==> config.mk <==
export PLATFORM = sky130hd
export DESIGN_NAME = sync_length_frame_deframer_core_flat
export DESIGN_NICKNAME = d
export VERILOG_FILES = /design/src/sv/slfd_pkg.sv /design/src/sv/slfd_in_if.sv /design/src/sv/slfd_out_if.sv /design/src/sv/slfd_ctrl.sv /design/src/sv/slfd_dp.sv /design/src/sv/sync_length_frame_deframer_core.sv /design/src/flat_wrapper.sv
export SDC_FILE = /design/constraint.sdc
export NUM_CORES = 1
export LEC_CHECK = 0
export ABC_AREA = 0
export BUFFER_PORTS_ARGS = -buffer_cell sky130_fd_sc_hd__buf_2
export CAP_MARGIN = 20
export CORE_MARGIN = 2
export CORE_UTILIZATION = 25
export CTS_BUF_LIST = sky130_fd_sc_hd__clkbuf_16
export CTS_CLUSTER_SIZE = 10
export DETAILED_ROUTE_END_ITERATION = 10
export PLACE_DENSITY = 0.47
export RECOVER_POWER = 50
export SETUP_SLACK_MARGIN = 0.02
export SYNTH_ARGS = -nofsm -noshare
export SYNTH_HDL_FRONTEND = slang
export SYNTH_SLANG_ARGS = --single-unit
export TNS_END_PERCENT = 20
==> constraint.sdc <==
create_clock -name clk -period 8 [get_ports clk]
set_clock_uncertainty 0.05 [all_clocks]
set_input_delay 0.8 -clock clk [delete_from_list [all_inputs] [get_ports clk]]
set_output_delay 0.8 -clock clk [all_outputs]
set_load 0.05 [all_outputs]
==> src/sv/slfd_pkg.sv <==
// Shared types and constants for the sync/length frame deframer.
// Holds the controller state encoding, the command/status bundles and register indexes.
// No dependencies.
`default_nettype none

package slfd_pkg;

  localparam int CNT_W      = 17;
  localparam int CFG_IDX_W  = 2;
  localparam int CFG_DATA_W = 16;

  localparam logic [CFG_IDX_W-1:0] CFG_SYNC_WORD     = 2'd0;
  localparam logic [CFG_IDX_W-1:0] CFG_MAX_PAYLOAD   = 2'd1;
  localparam logic [CFG_IDX_W-1:0] CFG_TRAILER_BYTES = 2'd2;

  localparam logic [15:0] SYNC_WORD_RST     = 16'h55AA;
  localparam logic [15:0] MAX_PAYLOAD_RST   = 16'd1024;
  localparam logic [2:0]  TRAILER_BYTES_RST = 3'd2;

  typedef enum logic [3:0] {
    ST_HUNT  = 4'b0001,
    ST_HEAD  = 4'b0010,
    ST_BURST = 4'b0100,
    ST_BODY  = 4'b1000
  } state_t;

  typedef struct packed {
    logic hunt_step;
    logic head_step;
    logic body_step;
    logic burst_emit;
    logic end_frame;
  } cmd_t;

  typedef struct packed {
    logic sync_hit;
    logic hdr_done;
    logic len_ok;
    logic body_end;
    logic burst_done;
    logic short_frame;
    logic replay_active;
    logic out_free;
  } sts_t;

endpackage

`default_nettype wire

==> src/sv/slfd_in_if.sv <==
// Byte request channel into the deframer: valid/ready handshake plus one byte.
// Stand-alone, no package dependency.
`default_nettype none

interface slfd_in_if;
  logic       valid;
  logic       ready;
  logic [7:0] in_byte;

  modport source (output valid, output in_byte, input ready);
  modport sink   (input valid, input in_byte, output ready);
endinterface

`default_nettype wire

==> src/sv/slfd_out_if.sv <==
// Result channel out of the deframer: valid/ready handshake, frame byte and markers.
// Stand-alone, no package dependency.
`default_nettype none

interface slfd_out_if;
  logic       valid;
  logic       ready;
  logic [7:0] out_byte;
  logic       frame_first;
  logic       frame_last;
  logic       burst_last;

  modport source (output valid, output out_byte, output frame_first, output frame_last,
                  output burst_last, input ready);
  modport sink   (input valid, input out_byte, input frame_first, input frame_last,
                  input burst_last, output ready);
endinterface

`default_nettype wire

==> src/sv/slfd_ctrl.sv <==
// Deframer controller: hunt / header / burst / body state machine.
// Uses slfd_pkg for the state encoding and the command/status bundles.
`default_nettype none

module slfd_ctrl
  import slfd_pkg::*;
(
  input  wire logic clk,
  input  wire logic rst_n,
  input  wire logic in_valid,
  output logic      in_ready,
  input  wire sts_t sts,
  output cmd_t      cmd
);

  state_t st_r, st_nxt;
  logic   take_in;
  logic   step;

  always_comb begin
    // input is blocked while held header bytes are replayed
    take_in = !sts.replay_active &&
              ((st_r == ST_HUNT) || (st_r == ST_HEAD) || ((st_r == ST_BODY) && sts.out_free));
    in_ready = take_in;
    step     = sts.replay_active || (take_in && in_valid);

    cmd            = '0;
    cmd.hunt_step  = step && (st_r == ST_HUNT);
    cmd.head_step  = step && (st_r == ST_HEAD);
    cmd.body_step  = step && (st_r == ST_BODY);
    cmd.burst_emit = (st_r == ST_BURST) && sts.out_free;

    st_nxt = st_r;
    case (st_r)
      ST_HUNT: begin
        if (cmd.hunt_step && sts.sync_hit) st_nxt = ST_HEAD;
      end
      ST_HEAD: begin
        if (cmd.head_step && sts.hdr_done) begin
          st_nxt = sts.len_ok ? ST_BURST : ST_HUNT;
        end
      end
      ST_BURST: begin
        if (cmd.burst_emit && sts.burst_done) begin
          if (sts.short_frame) begin
            st_nxt        = ST_HUNT;
            cmd.end_frame = 1'b1;
          end else begin
            st_nxt = ST_BODY;
          end
        end
      end
      ST_BODY: begin
        if (cmd.body_step && sts.body_end) begin
          st_nxt        = ST_HUNT;
          cmd.end_frame = 1'b1;
        end
      end
      default: st_nxt = ST_HUNT;
    endcase
  end

  always_ff @(posedge clk) begin
    if (!rst_n) begin
      st_r <= ST_HUNT;
    end else begin
      st_r <= st_nxt;
    end
  end

  a_replay_blocks_input: assert property (@(posedge clk) disable iff (!rst_n)
    sts.replay_active |-> !in_ready)
    else $error("input taken during header replay");

  a_end_frame_hunts: assert property (@(posedge clk) disable iff (!rst_n)
    cmd.end_frame |=> (st_r == ST_HUNT))
    else $error("frame end did not return to hunting");

  a_burst_after_header: assert property (@(posedge clk) disable iff (!rst_n)
    (cmd.head_step && sts.hdr_done && sts.len_ok) |=> (st_r == ST_BURST))
    else $error("accepted header did not start the release burst");

endmodule

`default_nettype wire

==> src/sv/slfd_dp.sv <==
// Deframer datapath: config registers, sync compare, held header bytes, byte counters,
// replay and burst indexes, and the output register. Uses slfd_pkg.
`default_nettype none

module slfd_dp
  import slfd_pkg::*;
#(
  parameter int HEADER_BYTES  = 8,
  parameter int LENGTH_OFFSET = 4
) (
  input  wire logic                  clk,
  input  wire logic                  rst_n,
  input  wire logic                  cfg_we,
  input  wire logic [CFG_IDX_W-1:0]  cfg_index,
  input  wire logic [CFG_DATA_W-1:0] cfg_data,
  input  wire logic [7:0]            in_byte,
  input  wire cmd_t                  cmd,
  output sts_t                       sts,
  output logic                       out_valid,
  input  wire logic                  out_ready,
  output logic [7:0]                 out_byte,
  output logic                       frame_first,
  output logic                       frame_last,
  output logic                       burst_last
);

  localparam int HDR_EFF = (HEADER_BYTES > LENGTH_OFFSET + 2) ? HEADER_BYTES
                                                               : LENGTH_OFFSET + 2;
  localparam int BURST_N = LENGTH_OFFSET + 2;
  localparam int LIW     = $clog2(LENGTH_OFFSET);
  localparam int BIW     = $clog2(BURST_N);

  localparam logic [CNT_W-1:0] BURST_N_C   = CNT_W'(BURST_N);
  localparam logic [CNT_W-1:0] HDR_EFF_C   = CNT_W'(HDR_EFF);
  localparam logic [LIW-1:0]   REPLAY_LAST = LIW'(LENGTH_OFFSET - 1);
  localparam logic [BIW-1:0]   BURST_LAST  = BIW'(BURST_N - 1);

  logic [15:0]      sync_word_r;
  logic [15:0]      max_payload_r;
  logic [2:0]       trailer_r;
  logic [7:0]       prev_byte_r;
  logic             prev_valid_r;
  logic [7:0]       held_r [LENGTH_OFFSET];
  logic [CNT_W-1:0] byte_count_r;
  logic [CNT_W-1:0] frame_total_r;
  logic [BIW-1:0]   burst_idx_r;
  logic [LIW-1:0]   replay_idx_r;
  logic             replay_active_r;
  logic             out_valid_r;
  logic [7:0]       out_byte_r;
  logic             first_r;
  logic             last_r;
  logic             blast_r;

  logic [BIW-1:0]   burst_sub;
  logic [LIW-1:0]   rd_idx;
  logic [7:0]       rd_byte;
  logic [7:0]       cur;
  logic [CNT_W-1:0] bc_inc;
  logic [CNT_W-1:0] wr_full;
  logic [LIW-1:0]   wr_idx;
  logic [15:0]      len;
  logic [CNT_W-1:0] ft_new;
  logic             reject;
  logic             load;
  logic [7:0]       ld_byte;
  logic             ld_first;
  logic             ld_last;
  logic             ld_blast;

  always_comb begin
    burst_sub = burst_idx_r - BIW'(2);
    rd_idx    = replay_active_r ? replay_idx_r : burst_sub[LIW-1:0];
    rd_byte   = held_r[rd_idx];
    cur       = replay_active_r ? rd_byte : in_byte;
    bc_inc    = byte_count_r + CNT_W'(1);
    wr_full   = byte_count_r - CNT_W'(2);
    wr_idx    = wr_full[LIW-1:0];
    // low length byte is the one arriving now
    len       = {held_r[LENGTH_OFFSET-2], cur};
    ft_new    = HDR_EFF_C + CNT_W'(len) + CNT_W'(trailer_r);

    sts.sync_hit      = prev_valid_r && (prev_byte_r == sync_word_r[15:8]) &&
                        (cur == sync_word_r[7:0]);
    sts.hdr_done      = bc_inc >= BURST_N_C;
    sts.len_ok        = len <= max_payload_r;
    sts.body_end      = bc_inc >= frame_total_r;
    sts.burst_done    = burst_idx_r == BURST_LAST;
    sts.short_frame   = frame_total_r <= BURST_N_C;
    sts.replay_active = replay_active_r;
    sts.out_free      = !out_valid_r || out_ready;

    reject = cmd.head_step && sts.hdr_done && !sts.len_ok;
    load   = cmd.body_step || cmd.burst_emit;

    if (cmd.burst_emit) begin
      case (burst_idx_r)
        BIW'(0):  ld_byte = sync_word_r[15:8];
        BIW'(1):  ld_byte = sync_word_r[7:0];
        default:  ld_byte = rd_byte;
      endcase
      ld_first = burst_idx_r == BIW'(0);
      ld_last  = frame_total_r == (CNT_W'(burst_idx_r) + CNT_W'(1));
      ld_blast = sts.burst_done;
    end else begin
      ld_byte  = cur;
      ld_first = 1'b0;
      ld_last  = bc_inc == frame_total_r;
      ld_blast = 1'b1;
    end
  end

  always_ff @(posedge clk) begin
    if (!rst_n) begin
      sync_word_r     <= SYNC_WORD_RST;
      max_payload_r   <= MAX_PAYLOAD_RST;
      trailer_r       <= TRAILER_BYTES_RST;
      prev_valid_r    <= 1'b0;
      byte_count_r    <= '0;
      frame_total_r   <= '0;
      burst_idx_r     <= '0;
      replay_idx_r    <= '0;
      replay_active_r <= 1'b0;
      out_valid_r     <= 1'b0;
    end else begin
      if (cfg_we) begin
        case (cfg_index)
          CFG_SYNC_WORD:     sync_word_r   <= cfg_data;
          CFG_MAX_PAYLOAD:   max_payload_r <= cfg_data;
          CFG_TRAILER_BYTES: trailer_r     <= cfg_data[2:0];
          default: ;
        endcase
      end

      if (replay_active_r) begin
        replay_idx_r <= replay_idx_r + LIW'(1);
        if (replay_idx_r == REPLAY_LAST) replay_active_r <= 1'b0;
      end

      if (cmd.hunt_step) begin
        if (sts.sync_hit) begin
          byte_count_r <= CNT_W'(2);
          prev_valid_r <= 1'b0;
        end else begin
          prev_valid_r <= 1'b1;
        end
      end

      if (cmd.head_step) begin
        if (reject) begin
          // drop the header and rerun the held bytes through the hunter
          byte_count_r    <= '0;
          prev_valid_r    <= 1'b0;
          replay_active_r <= 1'b1;
          replay_idx_r    <= '0;
        end else begin
          byte_count_r <= bc_inc;
          if (sts.hdr_done) frame_total_r <= ft_new;
        end
      end

      if (cmd.body_step && !cmd.end_frame) byte_count_r <= bc_inc;

      if (cmd.burst_emit) begin
        burst_idx_r <= sts.burst_done ? '0 : burst_idx_r + BIW'(1);
      end

      if (cmd.end_frame) begin
        byte_count_r <= '0;
        prev_valid_r <= 1'b0;
      end

      if (load) begin
        out_valid_r <= 1'b1;
      end else if (out_ready) begin
        out_valid_r <= 1'b0;
      end
    end
  end

  always_ff @(posedge clk) begin
    if (cmd.hunt_step && !sts.sync_hit) prev_byte_r <= cur;
    if (cmd.head_step) held_r[wr_idx] <= cur;
    if (load) begin
      out_byte_r <= ld_byte;
      first_r    <= ld_first;
      last_r     <= ld_last;
      blast_r    <= ld_blast;
    end
  end

  assign out_valid   = out_valid_r;
  assign out_byte    = out_byte_r;
  assign frame_first = first_r;
  assign frame_last  = last_r;
  assign burst_last  = blast_r;

  a_reject_starts_replay: assert property (@(posedge clk) disable iff (!rst_n)
    reject |=> replay_active_r)
    else $error("rejected header did not start replay");

  a_body_within_frame: assert property (@(posedge clk) disable iff (!rst_n)
    cmd.body_step |-> (byte_count_r < frame_total_r))
    else $error("body byte beyond frame length");

  a_load_needs_space: assert property (@(posedge clk) disable iff (!rst_n)
    load |-> sts.out_free)
    else $error("output register overwritten before it was taken");

endmodule

`default_nettype wire

==> src/sv/sync_length_frame_deframer_core.sv <==
// Sync-word / length-prefixed frame deframer, top level.
// in_chan takes one received byte per request (valid/ready). While hunting, a two-byte
// sync word (cfg register 0, high byte first) opens a header; bytes up to and including
// the big-endian length field at LENGTH_OFFSET are held back. A length above
// max_payload (cfg register 1) rejects the header: the held bytes are replayed through
// the hunter, one per cycle, with in_chan.ready low. A valid length releases sync word
// and held bytes on out_chan, LENGTH_OFFSET+2 requests, one per cycle while out_chan is
// not stalled; then the rest of the header, payload and trailer_bytes (cfg register 2)
// pass through with frame_first / frame_last marked and burst_last on the last result
// of each input. A body byte appears on out_chan the cycle after it is accepted; after
// the header byte that completes the length, input waits while the burst is emitted
// through the single output register.
// The output register decouples the sides: a new byte is taken while a result waits,
// as long as that byte gives no result or the waiting one leaves in the same cycle.
// When out_chan stalls the output register holds and body input is back-pressured.
// Reset (rst_n, synchronous) restores the register defaults and returns to hunting.
// cfg_we writes cfg_data to register cfg_index; unknown indexes are ignored.
`default_nettype none

module sync_length_frame_deframer_core
  import slfd_pkg::*;
#(
  parameter int HEADER_BYTES  = 8,
  parameter int LENGTH_OFFSET = 4
) (
  input  wire logic                  clk,
  input  wire logic                  rst_n,
  input  wire logic                  cfg_we,
  input  wire logic [CFG_IDX_W-1:0]  cfg_index,
  input  wire logic [CFG_DATA_W-1:0] cfg_data,
  slfd_in_if.sink                    in_chan,
  slfd_out_if.source                 out_chan
);

  cmd_t cmd;
  sts_t sts;

  slfd_ctrl u_ctrl (
    .clk      (clk),
    .rst_n    (rst_n),
    .in_valid (in_chan.valid),
    .in_ready (in_chan.ready),
    .sts      (sts),
    .cmd      (cmd)
  );

  slfd_dp #(
    .HEADER_BYTES  (HEADER_BYTES),
    .LENGTH_OFFSET (LENGTH_OFFSET)
  ) u_dp (
    .clk         (clk),
    .rst_n       (rst_n),
    .cfg_we      (cfg_we),
    .cfg_index   (cfg_index),
    .cfg_data    (cfg_data),
    .in_byte     (in_chan.in_byte),
    .cmd         (cmd),
    .sts         (sts),
    .out_valid   (out_chan.valid),
    .out_ready   (out_chan.ready),
    .out_byte    (out_chan.out_byte),
    .frame_first (out_chan.frame_first),
    .frame_last  (out_chan.frame_last),
    .burst_last  (out_chan.burst_last)
  );

endmodule

`default_nettype wire
==> src/flat_wrapper.sv <==
// flat-port wrapper written by rule: the top's interface ports become plain ports
module sync_length_frame_deframer_core_flat import slfd_pkg::*;
#(
  parameter int HEADER_BYTES  = 8,
  parameter int LENGTH_OFFSET = 4
)
  (clk, rst_n, cfg_we, cfg_index, cfg_data, in_chan_valid, in_chan_in_byte, in_chan_ready, out_chan_valid, out_chan_out_byte, out_chan_frame_first, out_chan_frame_last, out_chan_burst_last, out_chan_ready);
  slfd_in_if in_chan_i ();
  slfd_out_if out_chan_i ();
  input  wire logic clk;
  input  wire logic rst_n;
  input  wire logic cfg_we;
  input  wire logic [CFG_IDX_W-1:0] cfg_index;
  input  wire logic [CFG_DATA_W-1:0] cfg_data;
  input wire logic [$bits(in_chan_i.valid)-1:0] in_chan_valid;
  input wire logic [$bits(in_chan_i.in_byte)-1:0] in_chan_in_byte;
  output wire logic [$bits(in_chan_i.ready)-1:0] in_chan_ready;
  output wire logic [$bits(out_chan_i.valid)-1:0] out_chan_valid;
  output wire logic [$bits(out_chan_i.out_byte)-1:0] out_chan_out_byte;
  output wire logic [$bits(out_chan_i.frame_first)-1:0] out_chan_frame_first;
  output wire logic [$bits(out_chan_i.frame_last)-1:0] out_chan_frame_last;
  output wire logic [$bits(out_chan_i.burst_last)-1:0] out_chan_burst_last;
  input wire logic [$bits(out_chan_i.ready)-1:0] out_chan_ready;
  assign in_chan_i.valid = in_chan_valid;
  assign in_chan_i.in_byte = in_chan_in_byte;
  assign in_chan_ready = in_chan_i.ready;
  assign out_chan_valid = out_chan_i.valid;
  assign out_chan_out_byte = out_chan_i.out_byte;
  assign out_chan_frame_first = out_chan_i.frame_first;
  assign out_chan_frame_last = out_chan_i.frame_last;
  assign out_chan_burst_last = out_chan_i.burst_last;
  assign out_chan_i.ready = out_chan_ready;
  sync_length_frame_deframer_core #(.HEADER_BYTES(HEADER_BYTES), .LENGTH_OFFSET(LENGTH_OFFSET)) u_core (.clk(clk), .rst_n(rst_n), .cfg_we(cfg_we), .cfg_index(cfg_index), .cfg_data(cfg_data), .in_chan(in_chan_i), .out_chan(out_chan_i));
endmodule
# Word level (Yosys, flattened, before mapping)
# Memory sizes are Yosys's and may differ from the RTL's.
# Index checks and enable logic that the tools add are counted.
# word_totals
reg_bits	100
mem_bits_rw	32
in_bits	31
out_inout_bits	13
wordCells	123
n_memories	1
# classes
n_addsub	8
magnitude_cmp	4
n_eq_ne	17
mux	37
bitwise_logic	2
n_reduce_logical	38
# mem_list
name	depth	word_bits	read_ports	rd_ports_with_merged_regs	write_ports	line	source
u_core.u_dp.held_r	4	8	2	0	1	slfd_dp.sv:43	logic [7:0] held_r [LENGTH_OFFSET];
# op_table
cell	count
two-way mux 17 bit	5
two-way mux 4 bit	5
adder 17 x 1 -> 17 bit (second input constant)	1
adder 17 x 3 -> 17 bit	1
adder 4 x 16 -> 17 bit (first input constant)	1
equality test 17 bit	1
equality test 17 x 4 -> 1 bit	1
>= comparator 17 bit	1
>= comparator 17 x 3 -> 1 bit (second input constant)	1
less-or-equal comparator 17 x 3 -> 1 bit (second input constant)	1
equality test 8 bit	2
less-or-equal comparator 16 bit	1
logical AND 1 bit	16
two-way mux 1 bit	16
two-way mux 8 bit	2
one-hot mux 4 bit (4 select lines)	1
one-hot mux 8 bit (2 select lines)	1
two-way mux 2 bit	4
!= test 2 x 1 -> 1 bit (second input constant)	4
AND reduction 2 bit	4
two-way mux 3 bit	2
nonzero test 3 bit	2
zero test 1 bit	5
logical OR 1 bit	5
20 further kinds	23

# Logic depth before layout (Yosys ltp)
# Gate-level depths: netlist of run 1.
# logic_depth
ltp_word	15
mapped_depth	20

# Hierarchy
# Synthesis of run 1 repeated with hierarchy kept, for this count alone.
# unflattened
cells_unflattened	900
hier_area_um2	7973.9
# by_module_without_submodules
mod	n_inst	cells_each	area_each_um2
slfd_dp	1	842	7523.5
slfd_ctrl	1	58	450.4

# Worst setup path before layout of run 1
# Ideal clock, no wire load.
# synth_path
path_type	register -> register
startpoint	register u_core.u_dp.burst_idx_r[1]
endpoint	register u_core.u_dp.byte_count_r[2]
setup_time_ns	0.122
arrival_ns	3.432
required_time_ns	7.828
path_slack_ns	4.396
stages_incl_launch_ff	18
synth_period_minus_slack_ns	3.604
cell_sequence	dfxtp_1 -> buf_2 -> nor2_1 -> a22oi_1 -> o21bai_1 -> a21oi_1 -> a21oi_1 -> inv_1 -> ha_1 -> nand3b_1 -> a21oi_1 -> o221ai_1 -> a31oi_1 -> o211ai_1 -> and3_1 -> buf_2 -> and3b_1 -> a221o_1
# synth_via
elab_chain_cells	10
elab_cells_between_ends	22
cone_classes	add/sub (1); order compare (1); eq/ne (2); mux (7); reduce/logical (10); memory (1)
# synth_rtl
element	line	source
start: declaration	slfd_dp.sv:46	logic [BIW-1:0] burst_idx_r;
start signal: assignment	slfd_dp.sv:165	burst_idx_r <= sts.burst_done ? '0 : burst_idx_r + BIW'(1);
subtractor 2 bit *	slfd_dp.sv:72	burst_sub = burst_idx_r - BIW'(2);
two-way mux 2 bit *	slfd_dp.sv:73	rd_idx = replay_active_r ? replay_idx_r : burst_sub[LIW-1:0];
memory read (4 x 8 bit) *	--	
two-way mux 8 bit *	slfd_dp.sv:75	cur = replay_active_r ? rd_byte : in_byte;
named net u_core.u_dp.cur[1]	slfd_dp.sv:58	logic [7:0] cur;
less-or-equal comparator 16 bit	slfd_dp.sv:86	sts.len_ok = len <= max_payload_r;
zero test 1 bit	slfd_dp.sv:93	reject = cmd.head_step && sts.hdr_done && !sts.len_ok;
logical AND 1 bit	slfd_dp.sv:93	
two-way mux 17 bit	slfd_dp.sv:150	if (reject) begin
two-way mux 17 bit	slfd_dp.sv:149	if (cmd.head_step) begin
two-way mux 17 bit	slfd_dp.sv:162	if (cmd.body_step && !cmd.end_frame) byte_count_r <= bc_inc;
end signal: assignment	slfd_dp.sv:157	byte_count_r <= bc_inc;
end signal: assignment	slfd_dp.sv:162	
end: declaration	slfd_dp.sv:44	logic [CNT_W-1:0] byte_count_r;
# Mark *: on every way through the listed nets, which the timed path passes. The rest lies on a longest branch.
# A chain may end at the register's enable or synchronous reset.

# Worst setup path after layout of run 1
# layout_path
startpoint	register u_core.u_dp.replay_active_r
endpoint	register u_core.u_dp.byte_count_r[2]
# layout_via
elab_cells_between_ends	28
cone_classes	order compare (1); eq/ne (1); mux (7); reduce/logical (18); memory (1)
# layout_lines
element	line	source
start: declaration	slfd_dp.sv:48	logic replay_active_r;
start signal: assignment	slfd_dp.sv:123	replay_active_r <= 1'b0;
start signal: assignment	slfd_dp.sv:137	if (replay_idx_r == REPLAY_LAST) replay_active_r <= 1'b0;
start signal: assignment	slfd_dp.sv:154	replay_active_r <= 1'b1;
two-way mux 2 bit	slfd_dp.sv:73	
memory read (4 x 8 bit)	--	
two-way mux 8 bit *	slfd_dp.sv:75	
named net u_core.u_dp.cur[6]	slfd_dp.sv:58	
less-or-equal comparator 16 bit	slfd_dp.sv:86	
zero test 1 bit	slfd_dp.sv:93	
logical AND 1 bit	slfd_dp.sv:93	
two-way mux 17 bit	slfd_dp.sv:150	
two-way mux 17 bit	slfd_dp.sv:149	
two-way mux 17 bit	slfd_dp.sv:162	
# Marks and branches as above.

==> results of run 1 <==
per-stage QoR:
step / power (mW) / instance area, um2 / std cells / setup slack (ns) / hold WS, ns
5_1_grt: 1.69 / 8990 / 1323 / 1.66 / 0.427
6_report: 1.64 / 8990 / 1323 / 2.25 / 0.405
2_1_floorplan: 0.781 / 7860 / 890 / 4.40 / 0.386
3_5_place_dp: 0.820 / 8420 / 1291 / 3.03 / 0.399
3_3_place_gp: 0.821 / 8410 / 1290 / 3.22 / 0.397
4_1_cts: 1.65 / 9040 / 1323 / 3.03 / 0.408
worst max path at each step:
stage                                      startpoint                     endpoint  slack [ns]
after floorplan            u_core.u_dp.burst_idx_r[1]  u_core.u_dp.byte_count_r[2]        4.40
after global placement    u_core.u_dp.replay_active_r  u_core.u_dp.byte_count_r[2]        3.22
after detailed placement   u_core.u_dp.burst_idx_r[0]  u_core.u_dp.byte_count_r[2]        3.03
after CTS                 u_core.u_dp.replay_active_r  u_core.u_dp.byte_count_r[2]        3.03
after global routing      u_core.u_dp.replay_active_r  u_core.u_dp.byte_count_r[2]        1.66
final                     u_core.u_dp.replay_active_r  u_core.u_dp.byte_count_r[2]        2.25
state kept, by name, summed over array words and instances, names as in the netlist:
register                     flops
u_core.u_dp.frame_total_r       17
u_core.u_dp.sync_word_r         16
u_core.u_dp.prev_byte_r          8
u_core.u_dp.byte_count_r        17
u_core.u_dp.held_r              32
u_core.u_dp.frame_first          1
u_core.u_dp.replay_idx_r         2
u_core.u_ctrl.st_r               4
u_core.u_dp.frame_last           1
u_core.u_dp.trailer_r            3
u_core.u_dp.out_valid            1
u_core.u_dp.prev_valid_r         1
u_core.u_dp.burst_idx_r          3
u_core.u_dp.max_payload_r       16
u_core.u_dp.replay_active_r      1
u_core.u_dp.out_byte             8
u_core.u_dp.burst_last           1
power breakdown:
part	switching, mW	leakage (nW)	internal (mW)	total, mW
registers	0.00807	1.12	0.707	0.715
logic	0.0589	1.89	0.0315	0.0904
clock network	0.341	0.306	0.492	0.833
total	0.408	3.31	1.23	1.64
per-layer routing:
metal,wire length [um],GRT usage (%)
met4,643,6.18
met2,10600,23.2
met1,11600,20.2
met3,1200,3.23
met5,0,0
cell type report:
class	instances	area, um2
Clock inverter	12	125
Tap cell	396	495
Fill cell	3304	21800
Sequential cell	132	3150
Timing Repair Buffer	50	235
Multi-Input combinational cell	657	4270
Inverter	56	210
Clock buffer	20	500
placed cells by master (no fill, tap or decap), types with 20 or more instances in the layout:
cell type and instances:
o21ai_0 21, dfxtp_1 81, xnor2_1 31, a21oi_1 61, buf_2 29, clkbuf_16 20, ha_1 44, nor2_1 54
inv_1 54, nand2_1 132, edfxtp_1 51, nand3_1 29, nor2b_1 20
kinds of logic (layout without fill, tap and decap cells):
group | Yosys count | in the layout | share of synthesized area, %
AOI/OAI and AO/OA | 212 | 212 | 18.7
xor gates and xnor gates | 49 | 49 | 5.46
DFF | 132 | 132 | 40.1
adders and majority gates | 45 | 45 | 7.26
buffers and inverters | 101 | 138 | 5.40
and+or+nand+nor | 341 | 341 | 21.2
muxes | 10 | 10 | 1.85
worst max-delay path, cell delays in order, from the launching register on:
cell and delay (ns):
dfxtp_1 0.30, clkbuf_1 1.07, mux2_1 0.61, and2_0 0.26
o221ai_1 0.19, and2_0 0.32, inv_1 0.32, ha_1 0.32
nand4_1 0.10, nor3_1 0.05, a21o_1 0.17, a31oi_1 0.53
o211ai_1 0.32, and3_1 0.46, and3b_1 0.29, a221o_1 0.25
==> impl_results.md, run 1 <==
* Most frequent cells after synthesis: nand2_1, dfxtp_1, a21oi_1
* Placer Congestion at 0.851
* Clk buf depth at 2
* Gr ovfl total at 0
* Main flop type after synthesis: dfxtp_1
* RR Startpoint: u_core.u_dp.replay_active_r
* Reg2Reg Depth at 15
* Via count at ~6,600
* Clk pin slew, worst setup/hold paths at about 0.07 ns
* Setup-failing EPs final at 0
* Avg Cell Area, Syn at 8.83 um2
* Crit path max fanout at 29
* Hold Vio Cnt, Final at 0
* PostCTS Resize Cnt at 0
* Minimum clock period at around 5.7 ns
* Die area at roughly 33,000 um2
* First-pass iteration count of the detailed router at 6
* Mapped Cells at 890
* CTS tree: built
* Tcrit/Tclk final at 71.8%
* Reg2Reg Setup Slack at 2.25 ns
* Synth area leader: dfxtp_1
* RSZ-0062 raised after global routing: no
* Power density over the cells at 182 nW/um2
* Net Count, Synth at 966
* Vias in the first global route at 6,536
* FFs w/ async S/R, synth at 0%
* EDFF count, synth at 51
* Hold Crit Depth at 2
* Setup TNS at 0 ns
* Synthesis warning total at 0
* CTS Sinks at 132
* Slew of the pin with the lowest slew margin at 2.38 ns
* HP Class: reg -> reg
* Kind of start point of the critical path: flop
* Hold EP: u_core.u_dp.max_payload_r[7]
* Die height at ~180 um
* Root Driver: clkbuf_16
* Post-synthesis sequential area ratio at 40.1%
* Nets@finish at a little under 1,000
* Total CTS buffers at 17
* Count of different cell masters after synthesis at 80
* Pin count of the biggest net entering global routing at 47
* Outcome: finished, violations left
* Worst setup EP type: flop
* Post-synth top area share at 20.6%
* Hold_sp: u_core.u_dp.max_payload_r[7]
* First-pass GRT wire length at 37,700 um
* Flops & latches, synth at 132
* PortBufs at between 40 and 50
* Layout cells sized above 1 at 9.17%
* FMAX at 174 MHz
* Top-count cell post-synth: nand2_1
* Max-slew violation count at between 60 and 70
* Critical path class: reg -> reg
* Diodes inserted at 0
* Chip width at 181 um
* Maximum vdd drop at approximately 0.00011 V
* DRC viols at 0
* GR Util All Layers at 15.0%
* Leak at about 3.3 nW
* Crit path required time at 8.27 ns
* Failing checks: capacitance limit, slew limit
* Vias/cell at ~5.0
* Post-Syn Area at 7860 um2
* Initial drt markers at just under 500
* Reg2reg end: u_core.u_dp.byte_count_r[2]
* Initial antenna violation count at 0
* Final ANT Viol Nets at 0
* Routed Wire Length at 24,000 um
* Maxcap violations at 2
* Synth top area cells: dfxtp_1, edfxtp_1, ha_1, nand2_1, a21oi_1
* H-tree lvl count at 4
* Hpwl dp at 18,000 um
* Post-DR wirelength/cell at 18.2 um
* Num ports at 44
* Post-CTS Setup Bufs at 0
* Area Overhead vs Synth at 14.4%
* Finished Core Util at 29.2%
* Critical path arrival at around 6 ns
* Starting Density at 25.6%
* Core area at 30,700 um2
* Post-CTS Hold Fix Bufs at 0
* Rows at 64
* Worst skew pair latency at 0.44 ns
* Slew HR at -58.3%
Note: power is estimated with default switching activity, not from simulation.
==> run 2, diff against run 1 <==
- PLACE_DENSITY: 0.47 -> 0.49
- clock period: 8 -> 4.7 ns (I/O delays scaled with it)
==> run 2 against run 1 <==
  * The flow still finishes with violations (capacitance limit, slew limit)
  * Final cell count up 1.1%
  * Critical endpoint is now u_core.u_dp.frame_total_r[11]
  * First-iteration DRC count grew 43%
  * Critical path depth decreased by 4
  * Clock power is 52% higher
  * Setup slack got worse by 1.9 ns
  * Largest cell class unchanged
  * Sequential power increased by 71%
  * Non-clock buffer count up 15
==> impl_results.md, run 2 (same netlist as run 1, synthesis figures left out) <==
* Hold Crit Depth at 3
* Clock network fraction of total power at a little under half
* Pin count of the biggest net entering global routing at 47
* Vias/cell at a little over 5
* Hpwl dp at ~19,000 um
* HP Class: in -> reg
* DR WL met2 at 11,200 um
* Area Overhead vs Synth at 14.9%
* Reg2Reg Depth at 11
* Total CTS buffers at 17
* Outcome: finished, violations left
* Worst setup EP type: flop
* Maxcap violations at 2
* Post-CTS Hold Fix Bufs at 0
* Flop pwr share at 46.1%
* Vias in the first global route at between 6,000 and 7,000
* Rows at 64
* Layout cells sized above 1 at under 10%
* Final ANT Viol Nets at 0
* WL met1 at 11,600 um
* Die height at 181 um
* Regs by FF count: u_core.u_dp.held_r (32), u_core.u_dp.byte_count_r (17), u_core.u_dp.frame_total_r (17)
* PortBufs at 43
* RR Startpoint: u_core.u_dp.replay_idx_r[0]
* Finished Core Util at 29.4%
* Reg2reg end: u_core.u_dp.frame_total_r[11]
* Core area at 30,700 um2
* Gr ovfl total at 0
* P_sw at 0.650 mW
* Setup-failing EPs final at 0
* FMAX at 231 MHz
* Die area at 32,900 um2
* Crit path max fanout at 14
* Kind of start point of the critical path: flop
* H-tree lvl count at 4
* First-pass iteration count of the detailed router at 6
* Root Driver: clkbuf_16
* Post-DR wirelength/cell at 18.4 um
* Combinational power share at 5.9%
* Commonest non-fill, non-tap cells in the layout: nand2_1, dfxtp_1, a21oi_1
* Hold Vio Cnt, Final at 0
* Initial antenna violation count at 1
* Worst skew pair latency at 0.44 ns
* Clk buf depth at 2
* Routed Wire Length at 24,600 um
* DR top layer: met5
* Setup TNS at 0 ns
* GR Util All Layers at roughly 15%
* Biggest register: u_core.u_dp.held_r
* Slew of the pin with the lowest slew margin at 1.91 ns
* First-pass GRT wire length at 37,700 um
* Starting Density at 25.6%
* Reg2Reg Setup Slack at 0.38 ns
* Hold_sp: cfg_data[14]
* Critical path class: reg -> reg
* Post-Place Setup Slack at ~0.29 ns
* Most common cell after layout, fill and taps aside: nand2_1
* Final worst-path setup slack at 0.377 ns
* Int Power at 1.99 mW
* Slew HR at -27.4%
* Critical path arrival at 4.59 ns
* Met3 wire length at 1290 um
* Minimum clock period at 4.32 ns
* Num ports at 44
* Leak at 3.36 nW
* Power density over the cells at a little under 300 nW/um2
* CTS Sinks at 132
* Diodes inserted at 0
* Tcrit/Tclk final at 92.0%
* Placer Congestion at 0.877
* Crit path required time at 4.96 ns
* Hold EP: u_core.u_dp.sync_word_r[14]
* Max reg flops at 32
* Initial drt markers at 696
* DRC viols at 0
* Switching Share at 24.6%
* Chip width at 181 um
* Via count at 6,795
* CTS tree: built
* Max-slew violation count at 65
* Hold WS at 0.243 ns
* Maximum vdd drop at 0.000199 V
* RSZ-0062 raised after global routing: no
* Nets@finish at 1,005
* Failing checks: capacitance limit, slew limit
* Clk pin slew, worst setup/hold paths at 0.06 ns
-- run 2: cell types whose count changed in the layout (fill, tap and decap cells not counted), moves of 3 or more --
| cell | delta |
|---|---|
| buf_4 | +12 |
| clkbuf_1 | +5 |
| inv_1 | +3 |
| inv_6 | -4 |
-- run 2: area by class of cell --
type,instances,area [um2]
clock buffers,19,475
clock inverters,13,78.8
fillers,3278,21700
inverters,56,210
multi-input cells,657,4290
flip-flops and latches,132,3150
well taps,396,495
repair buffers,65,334
-- run 2: power groups by stage --
| stage | clock network, mW | logic [mW] | registers (mW) |
|---|---|---|---|
| after CTS | 1.29 | 0.159 | 1.22 |
| after detailed placement | 0 | 0.158 | 1.24 |
| final | 1.27 | 0.156 | 1.22 |
| after floorplan | 0 | 0.0923 | 1.24 |
| after global routing | 1.33 | 0.172 | 1.22 |
| after global placement | 0 | 0.158 | 1.24 |
-- run 2: critical path: stages (launching register included) --
cell and delay, ns:
dfxtp_1 0.66, mux4_2 0.63, mux2_1 0.58, ha_1 0.42, a211oi_1 0.24, o21ai_0 0.12, o221ai_1 0.22, a31oi_2 0.22
nor3b_2 0.51, buf_4 0.28, nor2_1 0.06, a211oi_1 0.21
-- run 2: routing by layer --
metal  GRT usage, %  vias to the layer above
met2           23.7                      206
met1           20.6                     3271
met3           3.14                       37
met5              0                        -
li1               -                     3279
met4           4.65                        2
-- run 2: stage by stage --
step | area (um2) | power, mW | instances
2_1_floorplan | 7860 | 1.33 | 890
3_3_place_gp | 8530 | 1.40 | 1306
3_5_place_dp | 8530 | 1.40 | 1306
4_1_cts | 9080 | 2.66 | 1338
5_1_grt | 9040 | 2.72 | 1338
6_report | 9040 | 2.64 | 1338
-- run 2: worst max-delay path by stage --
stage | startpoint | end | slack, ns
after floorplan | u_core.u_dp.burst_idx_r[1] | u_core.u_dp.byte_count_r[2] | 1.10
after global placement | u_core.u_dp.byte_count_r[0] | u_core.u_dp.byte_count_r[7] | 0.45
after detailed placement | u_core.u_dp.replay_active_r | u_core.u_dp.byte_count_r[15] | 0.29
after CTS | u_core.u_dp.replay_active_r | u_core.u_dp.byte_count_r[15] | 0.25
after global routing | u_core.u_dp.replay_active_r | u_core.u_dp.byte_count_r[15] | 0.06
final | u_core.u_dp.replay_idx_r[0] | u_core.u_dp.frame_total_r[11] | 0.38
-- run 2: repair_timing --
action,in CTS,in global routing
buffers inserted,0,0
resized for setup,0,2
endpoints found under the setup margin,0,15
